<file path="config.mk">
export PLATFORM = sky130hd
export DESIGN_NAME = url_syntax_checker_top_flat
export DESIGN_NICKNAME = d
export VERILOG_FILES = /design/src/rtl/usc_pkg.sv /design/src/rtl/usc_in_if.sv /design/src/rtl/usc_out_if.sv /design/src/rtl/usc_in_stage.sv /design/src/rtl/usc_parser.sv /design/src/rtl/usc_verdict.sv /design/src/rtl/url_syntax_checker_top.sv /design/src/flat_wrapper.sv
export SDC_FILE = /design/constraint.sdc
export NUM_CORES = 1
export LEC_CHECK = 0
export ABC_AREA = 1
export ABC_CLOCK_PERIOD_IN_PS = 9800
export BUFFER_PORTS_ARGS = -buffer_cell sky130_fd_sc_hd__buf_2
export CORE_ASPECT_RATIO = 1.1
export CORE_MARGIN = 4
export CORE_UTILIZATION = 35
export CTS_CLUSTER_DIAMETER = 100
export DETAILED_ROUTE_END_ITERATION = 16
export PLACE_DENSITY = 0.57
export SYNTH_ARGS = -nofsm -noshare
export SYNTH_HDL_FRONTEND = slang
export SYNTH_HIERARCHICAL = 1
export SYNTH_SLANG_ARGS = --single-unit
</file>
<file path="constraint.sdc">
create_clock -name clk -period 9.8 [get_ports clk]
set_input_delay 0.98 -clock clk [delete_from_list [all_inputs] [get_ports clk]]
set_output_delay 0.98 -clock clk [all_outputs]
set_load 0.005 [all_outputs]
</file>
<file path="src/rtl/usc_pkg.sv">
// Shared types and constants of the URL syntax checker.
// No dependencies; every module imports this package.
package usc_pkg;

    localparam int MAX_LEN = 2048;
    localparam int POS_W   = $clog2(MAX_LEN + 1);
    localparam int ACC_W   = 17;

    localparam logic [2:0] ERR_OK       = 3'd0;
    localparam logic [2:0] ERR_PROTOCOL = 3'd1;
    localparam logic [2:0] ERR_DOMAIN   = 3'd2;
    localparam logic [2:0] ERR_SPACE    = 3'd3;
    localparam logic [2:0] ERR_PORT     = 3'd4;
    localparam logic [2:0] ERR_LONG     = 3'd5;

    // input register contents
    typedef struct packed {
        logic       valid;
        logic       cmd;
        logic [7:0] ch;
    } usc_stage_t;

    // parser state seen by the verdict logic
    typedef struct packed {
        logic             overlong;
        logic             scheme_failed;
        logic             in_scheme;
        logic             secure;
        logic             dot_seen;
        logic             localhost_match;
        logic [POS_W-1:0] host_count;
        logic             space_seen;
        logic             colon_seen;
        logic [ACC_W-1:0] port_accum;
        logic             port_nondigit;
        logic             slash_seen;
        logic [POS_W-1:0] slash_offset;
    } usc_parse_t;

endpackage

</file>
<file path="src/rtl/usc_in_if.sv">
// Input channel of the URL syntax checker: one URL byte or end marker per word.
// Depends on nothing.
interface usc_in_if;
    logic       valid;
    logic       ready;
    logic       cmd;
    logic [7:0] ch;

    modport source (output valid, output cmd, output ch, input ready);
    modport sink (input valid, input cmd, input ch, output ready);
endinterface

</file>
<file path="src/rtl/usc_out_if.sv">
// Result channel of the URL syntax checker: one verdict per word.
// Depends on nothing.
interface usc_out_if;
    logic        valid;
    logic        ready;
    logic        valid_res;
    logic [2:0]  error_code;
    logic        secure;
    logic        has_port;
    logic [15:0] port;
    logic [11:0] host_length;
    logic [10:0] path_start;
    logic        path_default;

    modport source (output valid, output valid_res, output error_code, output secure,
                    output has_port, output port, output host_length, output path_start,
                    output path_default, input ready);
    modport sink (input valid, input valid_res, input error_code, input secure,
                  input has_port, input port, input host_length, input path_start,
                  input path_default, output ready);
endinterface

</file>
<file path="src/rtl/usc_in_stage.sv">
// Input register of the URL syntax checker.
// Depends on usc_pkg and usc_in_if.
module usc_in_stage (
    input  logic              clk,
    input  logic              rst_n,
    usc_in_if.sink            din,
    input  logic              drain,
    output usc_pkg::usc_stage_t stage
);
    import usc_pkg::*;

    logic       valid_reg;
    logic       cmd_reg;
    logic [7:0] ch_reg;
    logic       take;

    assign din.ready = !valid_reg || drain;
    assign take      = din.valid && din.ready;

    always_ff @(posedge clk or negedge rst_n)
    begin
        if (!rst_n)
        begin
            valid_reg <= 1'b0;
        end
        else if (take)
        begin
            valid_reg <= 1'b1;
        end
        else if (drain)
        begin
            valid_reg <= 1'b0;
        end
    end

    always_ff @(posedge clk)
    begin
        if (take)
        begin
            cmd_reg <= din.cmd;
            ch_reg  <= din.ch;
        end
    end

    assign stage.valid = valid_reg;
    assign stage.cmd   = cmd_reg;
    assign stage.ch    = ch_reg;

endmodule

</file>
<file path="src/rtl/usc_parser.sv">
// Per-byte parse state of the URL syntax checker: scheme, host, port and path tracking.
// Depends on usc_pkg.
module usc_parser (
    input  logic                clk,
    input  logic                rst_n,
    input  logic                byte_fire,
    input  logic                clear,
    input  logic [7:0]          ch,
    output usc_pkg::usc_parse_t pstate
);
    import usc_pkg::*;

    localparam logic [1:0] PH_SCHEME = 2'd0;
    localparam logic [1:0] PH_HOST   = 2'd1;
    localparam logic [1:0] PH_PORT   = 2'd2;
    localparam logic [1:0] PH_PATH   = 2'd3;

    localparam logic [3:0] IDX_S      = 4'd4;
    localparam logic [3:0] IDX_SLASH1 = 4'd6;
    localparam logic [3:0] PFX_LEN    = 4'd8;
    localparam logic [POS_W-1:0] LH_LEN = POS_W'(9);

    localparam logic [7:0] CH_SPACE = 8'h20;
    localparam logic [7:0] CH_COLON = 8'h3a;
    localparam logic [7:0] CH_SLASH = 8'h2f;
    localparam logic [7:0] CH_DOT   = 8'h2e;
    localparam logic [7:0] CH_ZERO  = 8'h30;
    localparam logic [7:0] CH_NINE  = 8'h39;

    localparam logic [ACC_W-1:0] ACC_SAT = ACC_W'(65536);

    function automatic logic [7:0] pfx_char(input logic [2:0] idx);
        logic [7:0] c;
        case (idx)
            3'd0:    c = "h";
            3'd1:    c = "t";
            3'd2:    c = "t";
            3'd3:    c = "p";
            3'd4:    c = "s";
            3'd5:    c = ":";
            default: c = "/";
        endcase
        return c;
    endfunction

    function automatic logic [7:0] lh_char(input logic [3:0] idx);
        logic [7:0] c;
        case (idx)
            4'd0:    c = "l";
            4'd1:    c = "o";
            4'd2:    c = "c";
            4'd3:    c = "a";
            4'd4:    c = "l";
            4'd5:    c = "h";
            4'd6:    c = "o";
            4'd7:    c = "s";
            default: c = "t";
        endcase
        return c;
    endfunction

    logic [POS_W-1:0] pos_reg, pos_next;
    logic [1:0]       phase_reg, phase_next;
    logic [3:0]       pfx_idx_reg, pfx_idx_next;
    logic             secure_reg, secure_next;
    logic             scheme_failed_reg, scheme_failed_next;
    logic [POS_W-1:0] host_count_reg, host_count_next;
    logic             dot_reg, dot_next;
    logic             lh_match_reg, lh_match_next;
    logic             colon_reg, colon_next;
    logic [ACC_W-1:0] acc_reg, acc_next;
    logic             nondigit_reg, nondigit_next;
    logic [POS_W-1:0] slash_off_reg, slash_off_next;
    logic             slash_reg, slash_next;
    logic             space_reg, space_next;
    logic             overlong_reg, overlong_next;

    logic [19:0]      acc_ext;
    logic [19:0]      acc_mul;
    logic             is_digit;

    assign acc_ext  = 20'(acc_reg);
    assign acc_mul  = (acc_ext << 3) + (acc_ext << 1) + 20'(ch - CH_ZERO);
    assign is_digit = (ch >= CH_ZERO) && (ch <= CH_NINE);

    always_comb
    begin
        pos_next           = pos_reg;
        phase_next         = phase_reg;
        pfx_idx_next       = pfx_idx_reg;
        secure_next        = secure_reg;
        scheme_failed_next = scheme_failed_reg;
        host_count_next    = host_count_reg;
        dot_next           = dot_reg;
        lh_match_next      = lh_match_reg;
        colon_next         = colon_reg;
        acc_next           = acc_reg;
        nondigit_next      = nondigit_reg;
        slash_off_next     = slash_off_reg;
        slash_next         = slash_reg;
        space_next         = space_reg;
        overlong_next      = overlong_reg;

        if (clear)
        begin
            pos_next           = '0;
            phase_next         = PH_SCHEME;
            pfx_idx_next       = '0;
            secure_next        = 1'b0;
            scheme_failed_next = 1'b0;
            host_count_next    = '0;
            dot_next           = 1'b0;
            lh_match_next      = 1'b1;
            colon_next         = 1'b0;
            acc_next           = '0;
            nondigit_next      = 1'b0;
            slash_off_next     = '0;
            slash_next         = 1'b0;
            space_next         = 1'b0;
            overlong_next      = 1'b0;
        end
        else if (byte_fire && !overlong_reg)
        begin
            if (pos_reg >= POS_W'(MAX_LEN))
            begin
                overlong_next = 1'b1;
            end
            else
            begin
                pos_next = pos_reg + POS_W'(1);
                if (ch == CH_SPACE)
                begin
                    space_next = 1'b1;
                end
                unique case (phase_reg)
                    PH_SCHEME:
                    begin
                        if (!scheme_failed_reg)
                        begin
                            // "https" and "http" share the prefix; ':' after "http" skips 's'
                            if (pfx_idx_reg == IDX_S && ch == CH_COLON)
                            begin
                                pfx_idx_next = IDX_SLASH1;
                            end
                            else if (pfx_idx_reg < PFX_LEN && ch == pfx_char(pfx_idx_reg[2:0]))
                            begin
                                if (pfx_idx_reg == IDX_S)
                                begin
                                    secure_next = 1'b1;
                                end
                                pfx_idx_next = pfx_idx_reg + 4'd1;
                                if (pfx_idx_reg + 4'd1 == PFX_LEN)
                                begin
                                    phase_next = PH_HOST;
                                end
                            end
                            else
                            begin
                                scheme_failed_next = 1'b1;
                            end
                        end
                    end
                    PH_HOST:
                    begin
                        if (ch == CH_SLASH)
                        begin
                            slash_next     = 1'b1;
                            slash_off_next = pos_reg;
                            phase_next     = PH_PATH;
                        end
                        else if (ch == CH_COLON)
                        begin
                            colon_next = 1'b1;
                            phase_next = PH_PORT;
                        end
                        else
                        begin
                            if (ch == CH_DOT)
                            begin
                                dot_next = 1'b1;
                            end
                            if (host_count_reg >= LH_LEN || ch != lh_char(host_count_reg[3:0]))
                            begin
                                lh_match_next = 1'b0;
                            end
                            if (host_count_reg < POS_W'(MAX_LEN))
                            begin
                                host_count_next = host_count_reg + POS_W'(1);
                            end
                        end
                    end
                    PH_PORT:
                    begin
                        if (ch == CH_SLASH)
                        begin
                            slash_next     = 1'b1;
                            slash_off_next = pos_reg;
                            phase_next     = PH_PATH;
                        end
                        else if (is_digit)
                        begin
                            if (acc_mul > 20'(ACC_SAT))
                            begin
                                acc_next = ACC_SAT;
                            end
                            else
                            begin
                                acc_next = acc_mul[ACC_W-1:0];
                            end
                        end
                        else
                        begin
                            nondigit_next = 1'b1;
                        end
                    end
                    PH_PATH:
                    begin
                    end
                    default:
                    begin
                    end
                endcase
            end
        end
    end

    always_ff @(posedge clk or negedge rst_n)
    begin
        if (!rst_n)
        begin
            pos_reg           <= '0;
            phase_reg         <= PH_SCHEME;
            pfx_idx_reg       <= '0;
            secure_reg        <= 1'b0;
            scheme_failed_reg <= 1'b0;
            host_count_reg    <= '0;
            dot_reg           <= 1'b0;
            lh_match_reg      <= 1'b1;
            colon_reg         <= 1'b0;
            acc_reg           <= '0;
            nondigit_reg      <= 1'b0;
            slash_off_reg     <= '0;
            slash_reg         <= 1'b0;
            space_reg         <= 1'b0;
            overlong_reg      <= 1'b0;
        end
        else
        begin
            pos_reg           <= pos_next;
            phase_reg         <= phase_next;
            pfx_idx_reg       <= pfx_idx_next;
            secure_reg        <= secure_next;
            scheme_failed_reg <= scheme_failed_next;
            host_count_reg    <= host_count_next;
            dot_reg           <= dot_next;
            lh_match_reg      <= lh_match_next;
            colon_reg         <= colon_next;
            acc_reg           <= acc_next;
            nondigit_reg      <= nondigit_next;
            slash_off_reg     <= slash_off_next;
            slash_reg         <= slash_next;
            space_reg         <= space_next;
            overlong_reg      <= overlong_next;
        end
    end

    assign pstate.overlong        = overlong_reg;
    assign pstate.scheme_failed   = scheme_failed_reg;
    assign pstate.in_scheme       = (phase_reg == PH_SCHEME);
    assign pstate.secure          = secure_reg;
    assign pstate.dot_seen        = dot_reg;
    assign pstate.localhost_match = lh_match_reg;
    assign pstate.host_count      = host_count_reg;
    assign pstate.space_seen      = space_reg;
    assign pstate.colon_seen      = colon_reg;
    assign pstate.port_accum      = acc_reg;
    assign pstate.port_nondigit   = nondigit_reg;
    assign pstate.slash_seen      = slash_reg;
    assign pstate.slash_offset    = slash_off_reg;

    a_overlong_at_max: assert property (@(posedge clk) disable iff (!rst_n)
        overlong_reg |-> pos_reg == POS_W'(MAX_LEN))
        else $error("overlong set before the length limit");

    a_past_scheme_full_prefix: assert property (@(posedge clk) disable iff (!rst_n)
        phase_reg != PH_SCHEME |-> pfx_idx_reg == PFX_LEN && !scheme_failed_reg)
        else $error("left scheme phase without a full prefix");

    a_host_within_pos: assert property (@(posedge clk) disable iff (!rst_n)
        host_count_reg <= pos_reg)
        else $error("host count exceeds bytes taken");

    a_clear_restarts: assert property (@(posedge clk) disable iff (!rst_n)
        clear |=> pos_reg == '0 && phase_reg == PH_SCHEME && !overlong_reg)
        else $error("state not cleared after verdict");

endmodule

</file>
<file path="src/rtl/usc_verdict.sv">
// Verdict logic and result register of the URL syntax checker.
// Depends on usc_pkg and usc_out_if.
module usc_verdict (
    input  logic                clk,
    input  logic                rst_n,
    input  logic                load,
    input  usc_pkg::usc_parse_t pstate,
    output logic                busy,
    usc_out_if.source           dout
);
    import usc_pkg::*;

    localparam logic [ACC_W-1:0] PORT_MAX = ACC_W'(65535);
    localparam logic [POS_W-1:0] LH_LEN   = POS_W'(9);

    logic        valid_reg;
    logic        ok_reg;
    logic [2:0]  err_reg;
    logic        secure_reg;
    logic        has_port_reg;
    logic [15:0] port_reg;
    logic [11:0] host_len_reg;
    logic [10:0] path_start_reg;
    logic        path_def_reg;

    logic        port_bad;
    logic        host_ok;
    logic [2:0]  err_next;
    logic        ok_next;

    assign port_bad = pstate.colon_seen && (pstate.port_nondigit
                      || pstate.port_accum == '0 || pstate.port_accum > PORT_MAX);
    assign host_ok  = pstate.dot_seen || (pstate.localhost_match && pstate.host_count == LH_LEN);

    always_comb
    begin
        if (pstate.overlong)
        begin
            err_next = ERR_LONG;
        end
        else if (pstate.scheme_failed || pstate.in_scheme)
        begin
            err_next = ERR_PROTOCOL;
        end
        else if (!host_ok)
        begin
            err_next = ERR_DOMAIN;
        end
        else if (pstate.space_seen)
        begin
            err_next = ERR_SPACE;
        end
        else if (port_bad)
        begin
            err_next = ERR_PORT;
        end
        else
        begin
            err_next = ERR_OK;
        end
    end

    assign ok_next = (err_next == ERR_OK);
    assign busy    = valid_reg && !dout.ready;

    always_ff @(posedge clk or negedge rst_n)
    begin
        if (!rst_n)
        begin
            valid_reg <= 1'b0;
        end
        else if (load)
        begin
            valid_reg <= 1'b1;
        end
        else if (dout.ready)
        begin
            valid_reg <= 1'b0;
        end
    end

    // failed verdicts report all detail fields as zero
    always_ff @(posedge clk)
    begin
        if (load)
        begin
            ok_reg         <= ok_next;
            err_reg        <= err_next;
            secure_reg     <= ok_next && pstate.secure;
            has_port_reg   <= ok_next && pstate.colon_seen;
            port_reg       <= (ok_next && pstate.colon_seen) ? pstate.port_accum[15:0] : 16'd0;
            host_len_reg   <= ok_next ? 12'(pstate.host_count) : 12'd0;
            path_start_reg <= (ok_next && pstate.slash_seen) ? 11'(pstate.slash_offset) : 11'd0;
            path_def_reg   <= ok_next && !pstate.slash_seen;
        end
    end

    assign dout.valid        = valid_reg;
    assign dout.valid_res    = ok_reg;
    assign dout.error_code   = err_reg;
    assign dout.secure       = secure_reg;
    assign dout.has_port     = has_port_reg;
    assign dout.port         = port_reg;
    assign dout.host_length  = host_len_reg;
    assign dout.path_start   = path_start_reg;
    assign dout.path_default = path_def_reg;

    a_no_overwrite: assert property (@(posedge clk) disable iff (!rst_n)
        load |-> !busy)
        else $error("result register loaded while a word waits");

    a_fail_zero_fields: assert property (@(posedge clk) disable iff (!rst_n)
        valid_reg && !ok_reg |-> port_reg == 16'd0 && host_len_reg == 12'd0
                                 && !secure_reg && !path_def_reg)
        else $error("failed verdict carries detail fields");

endmodule

</file>
<file path="src/rtl/url_syntax_checker_top.sv">
// URL syntax checker top level: input register, parser state, verdict register.
// Depends on usc_pkg, usc_in_if, usc_out_if, usc_in_stage, usc_parser, usc_verdict.
//
// Usage: din carries one word per URL byte (cmd = 0, byte in ch) and then one
// end word (cmd = 1). For every end word one verdict word leaves on dout with
// the error code, the scheme flag, port, host length and path offset; byte
// words produce nothing. Both channels use a valid/ready handshake.
// Throughput: one word per cycle on din, bytes and end words alike, unless an end word
// stalls (see Stall); the per-byte update is one pass of compare and multiply-by-ten
// logic between the input register and the parse state registers.
// Verdict path: a taken end word sits in the input register until the result register is
// free; then the verdict logic on the parse state is loaded into the result register.
// Reset: rst_n clears the input register, the parse state and the result valid;
// the block is ready for the first byte of a URL right after reset.
// Stall: while a verdict waits on dout, byte words keep flowing into the parser;
// only a following end word waits in the input register until the result
// register frees, and din.ready stays low while it waits.
// Bytes past 2048 in one URL are dropped and the verdict reports "too long".
module url_syntax_checker_top (
    input logic       clk,
    input logic       rst_n,
    usc_in_if.sink    din,
    usc_out_if.source dout
);
    import usc_pkg::*;

    usc_stage_t stage;
    usc_parse_t pstate;
    logic       busy;
    logic       byte_fire;
    logic       verdict_fire;
    logic       drain;

    assign byte_fire    = stage.valid && !stage.cmd;
    assign verdict_fire = stage.valid && stage.cmd && !busy;
    assign drain        = byte_fire || verdict_fire;

    usc_in_stage u_in_stage (
        .clk   (clk),
        .rst_n (rst_n),
        .din   (din),
        .drain (drain),
        .stage (stage)
    );

    usc_parser u_parser (
        .clk       (clk),
        .rst_n     (rst_n),
        .byte_fire (byte_fire),
        .clear     (verdict_fire),
        .ch        (stage.ch),
        .pstate    (pstate)
    );

    usc_verdict u_verdict (
        .clk    (clk),
        .rst_n  (rst_n),
        .load   (verdict_fire),
        .pstate (pstate),
        .busy   (busy),
        .dout   (dout)
    );

endmodule
</file>
<file path="src/flat_wrapper.sv">
// flat-port wrapper written by rule: the top's interface ports become plain ports
module url_syntax_checker_top_flat import usc_pkg::*;
  (clk, rst_n, din_valid, din_cmd, din_ch, din_ready, dout_valid, dout_valid_res, dout_error_code, dout_secure, dout_has_port, dout_port, dout_host_length, dout_path_start, dout_path_default, dout_ready);
  usc_in_if din_i ();
  usc_out_if dout_i ();
  input logic clk;
  input logic rst_n;
  input wire logic [$bits(din_i.valid)-1:0] din_valid;
  input wire logic [$bits(din_i.cmd)-1:0] din_cmd;
  input wire logic [$bits(din_i.ch)-1:0] din_ch;
  output wire logic [$bits(din_i.ready)-1:0] din_ready;
  output wire logic [$bits(dout_i.valid)-1:0] dout_valid;
  output wire logic [$bits(dout_i.valid_res)-1:0] dout_valid_res;
  output wire logic [$bits(dout_i.error_code)-1:0] dout_error_code;
  output wire logic [$bits(dout_i.secure)-1:0] dout_secure;
  output wire logic [$bits(dout_i.has_port)-1:0] dout_has_port;
  output wire logic [$bits(dout_i.port)-1:0] dout_port;
  output wire logic [$bits(dout_i.host_length)-1:0] dout_host_length;
  output wire logic [$bits(dout_i.path_start)-1:0] dout_path_start;
  output wire logic [$bits(dout_i.path_default)-1:0] dout_path_default;
  input wire logic [$bits(dout_i.ready)-1:0] dout_ready;
  assign din_i.valid = din_valid;
  assign din_i.cmd = din_cmd;
  assign din_i.ch = din_ch;
  assign din_ready = din_i.ready;
  assign dout_valid = dout_i.valid;
  assign dout_valid_res = dout_i.valid_res;
  assign dout_error_code = dout_i.error_code;
  assign dout_secure = dout_i.secure;
  assign dout_has_port = dout_i.has_port;
  assign dout_port = dout_i.port;
  assign dout_host_length = dout_i.host_length;
  assign dout_path_start = dout_i.path_start;
  assign dout_path_default = dout_i.path_default;
  assign dout_i.ready = dout_ready;
  url_syntax_checker_top u_core (.clk(clk), .rst_n(rst_n), .din(din_i), .dout(dout_i));
endmodule
</file>
==> results.yml <==
synth:
  synth_fp_nets: 1019
  syn_area_sq_um: 7875
  syn_inst: 954
  avgSynthCellArea_sq_um: 8.255
  synth_warnings: 6
cts:
  clkTransAtPathRegs_ns: 0.06
  cts-buffers-inserted: 17
  root_buffer: "clkbuf_16"
  cts-resized-gates: 0
  clk_latency_ns: 0.41
  clockBufferDepth: 2
  cts_setup_buffers: 0
  cts_max_level: 4
  clock_sinks: 124
  hold_buffers: 0
  cts_tree: "yes"
routing:
  top_layer: "met5"
  ant_nets: 0
  drt_iter0_drc: 346
  num_vias: 6194
  drtPass1Iterations: 5
  routed_wl_um: 18380
  drcViolationCount: 0
  wl_met1_um: 8477
  wl_met2_um: 8988
  viasPerCell: 4.707
  wl_per_cell_um: 13.97
  wl_met3_um: 551
floorplan:
  die_h_um: 165.3
  core_sq_um: 22110
  start_util: 0.3562
  ios: 61
  rows: 57
  die_area_sq_um: 24970
  die_width_um: 151.0
finish:
  antennaDiodeCount: 0
  layout.nets: 1073
  nFillCells: 2222
  finalNonFillerCells: 1316
  synthToLayoutAreaGrowth_pct: 13.77
  fin_util: 0.4053
  drive_gt1_frac: 0.1538
  largest_register_ffs: 17
run:
  cap_violations: 0
setup_path:
  path_cells: "ha_1 -> nor2_2 -> fa_1 -> ha_1 -> nand2_1 -> inv_1 -> a21oi_1 -> nand3_2 -> nand3_2 -> nand2_1 -> nand2_1 -> nand3_2 -> nor2_4 -> nand2_1 -> nand2_1 -> nand2_1"
  setup.worst_path.start: "u_core/u_in_stage/ch_reg[4]"
  crit_top_cell: "nand2_1"
  worstSetupEndpointType: "flip-flop"
  crit_path_top_delay_cell: "nor2_2"
  r2r-start: "u_core/u_in_stage/ch_reg[4]"
  crit_type: "flip-flop to flip-flop"
  arrival_ns: 4.18
  r2r_cells: 16
  max_stage_delay_ns: 0.61
  worst_setup_path_start_kind: "flip-flop"
  worstPathRequired_ns: 10.11
  cp_max_fo: 17
timing:
  tns_ns: 0
  rsz0062_at_grt: "no"
  fin_crit_sh: 0.3951
  finalHoldViolations: 0
  period_needed_ns: 3.872
  slew_viol_final: 0
  finClkSkew_ns: 0.006654
  worstMarginPinSlew_ns: 0.9330
  relSlewSlack: 0.3780
  setup_viol_count_final: 0
  fmax_mhz: 258.3
global_routing:
  grt_max_degree: 70
  grt_first_pass_wirelength_um: 30690
  grt_pass1_vias: 6180
  grt_antenna_before_repair: 1
  overflow: 0
  grt_usage: 0.1555
placed_design:
  dp.cells: 1284
  io_buffers: 60
  gp_congestion: 0.9007
  post-dp-hpwl_um: 13600
pwr:
  peakVddDrop_v: 0.0001132
  power_density_nw_per_um2: 190.0
  p_leak_nw: 4.235
status:
  outcome: "finished clean"
worst_hold_path:
  min_path_cells: 2
  hp-class: "flip-flop to flip-flop"
  hold_start: "u_core/u_parser/lh_match_reg"
cells in the final DEF, fill, tap and decap left out, drive strengths merged, types with 16 or more instances in the layout:
cell    instances
a21oi          41
buf            62
clkbuf         18
dfrtp          68
edfxtp         55
fa             16
ha             36
inv           164
nand2         220
nand3          88
nor2          135
nor3           18
o21ai          33
metal layers:
| layer | up-vias | GRT usage |
|---|---|---|
| li1 | 3170 | - |
| met1 | 2889 | 0.2010 |
| met2 | 108 | 0.2603 |
| met3 | 25 | 0.02975 |
| met4 | 2 | 0.05523 |
| met5 | - | 0 |
report_power, final:
group          internal [mW]  switching (mW)  total (mW)
registers              0.601          0.0572       0.658
clock network          0.388           0.252       0.639
logic                  0.137           0.268       0.406
stage by stage:
stage	total power [mW]	worst slack (ns)	cell area, sq um	hold slack (ns)
detailed placement	1.074	5.951	8362	0.4568
floorplan	0.9701	5.319	7875	0.4420
finish	1.703	5.928	8960	0.4631
global placement	1.072	6.025	8362	0.4466
CTS	1.727	5.943	8960	0.4664
global route	1.820	5.593	8960	0.5099
critical path: cells and delay by family, from the launching register on:
family | cells | cell delay (ns)
AO/OA/AOI/OAI | 1 | 0.21
buffers and inverters | 1 | 0.05
AND/OR/NAND/NOR | 11 | 1.75
flip-flops | 1 | 0.50
adder cells (fa/ha/maj) | 3 | 1.22
path summary, 6_finish.rpt:
| check | endpoint | slack [ns] |
|---|---|---|
| worst max-delay path | u_core/u_parser/acc_reg[16] | 5.93 |
| worst min-delay path | u_core/u_parser/lh_match_reg | 0.46 |
| worst max register to register | u_core/u_parser/acc_reg[16] | 5.93 |
| worst min register to register | u_core/u_parser/lh_match_reg | 0.46 |
| max in group asynchronous | u_core/u_parser/acc_reg[15] | 8.41 |
| min in group asynchronous | u_core/u_parser/slash_off_reg[4] | 0.77 |
layout make-up:
type / count / area (sq um) / area share
clock inverter: 14 / 158.9 / 0.01773
inverter: 157 / 591.8 / 0.06605
clock buffer: 18 / 439.2 / 0.04902
sequential: 124 / 3379 / 0.3772
multi-input combinational: 646 / 3706 / 0.4136
timing repair buffer: 62 / 315.3 / 0.03519
tap: 295 / 369.1 / 0.04120
(Power assumes the default switching activity.)
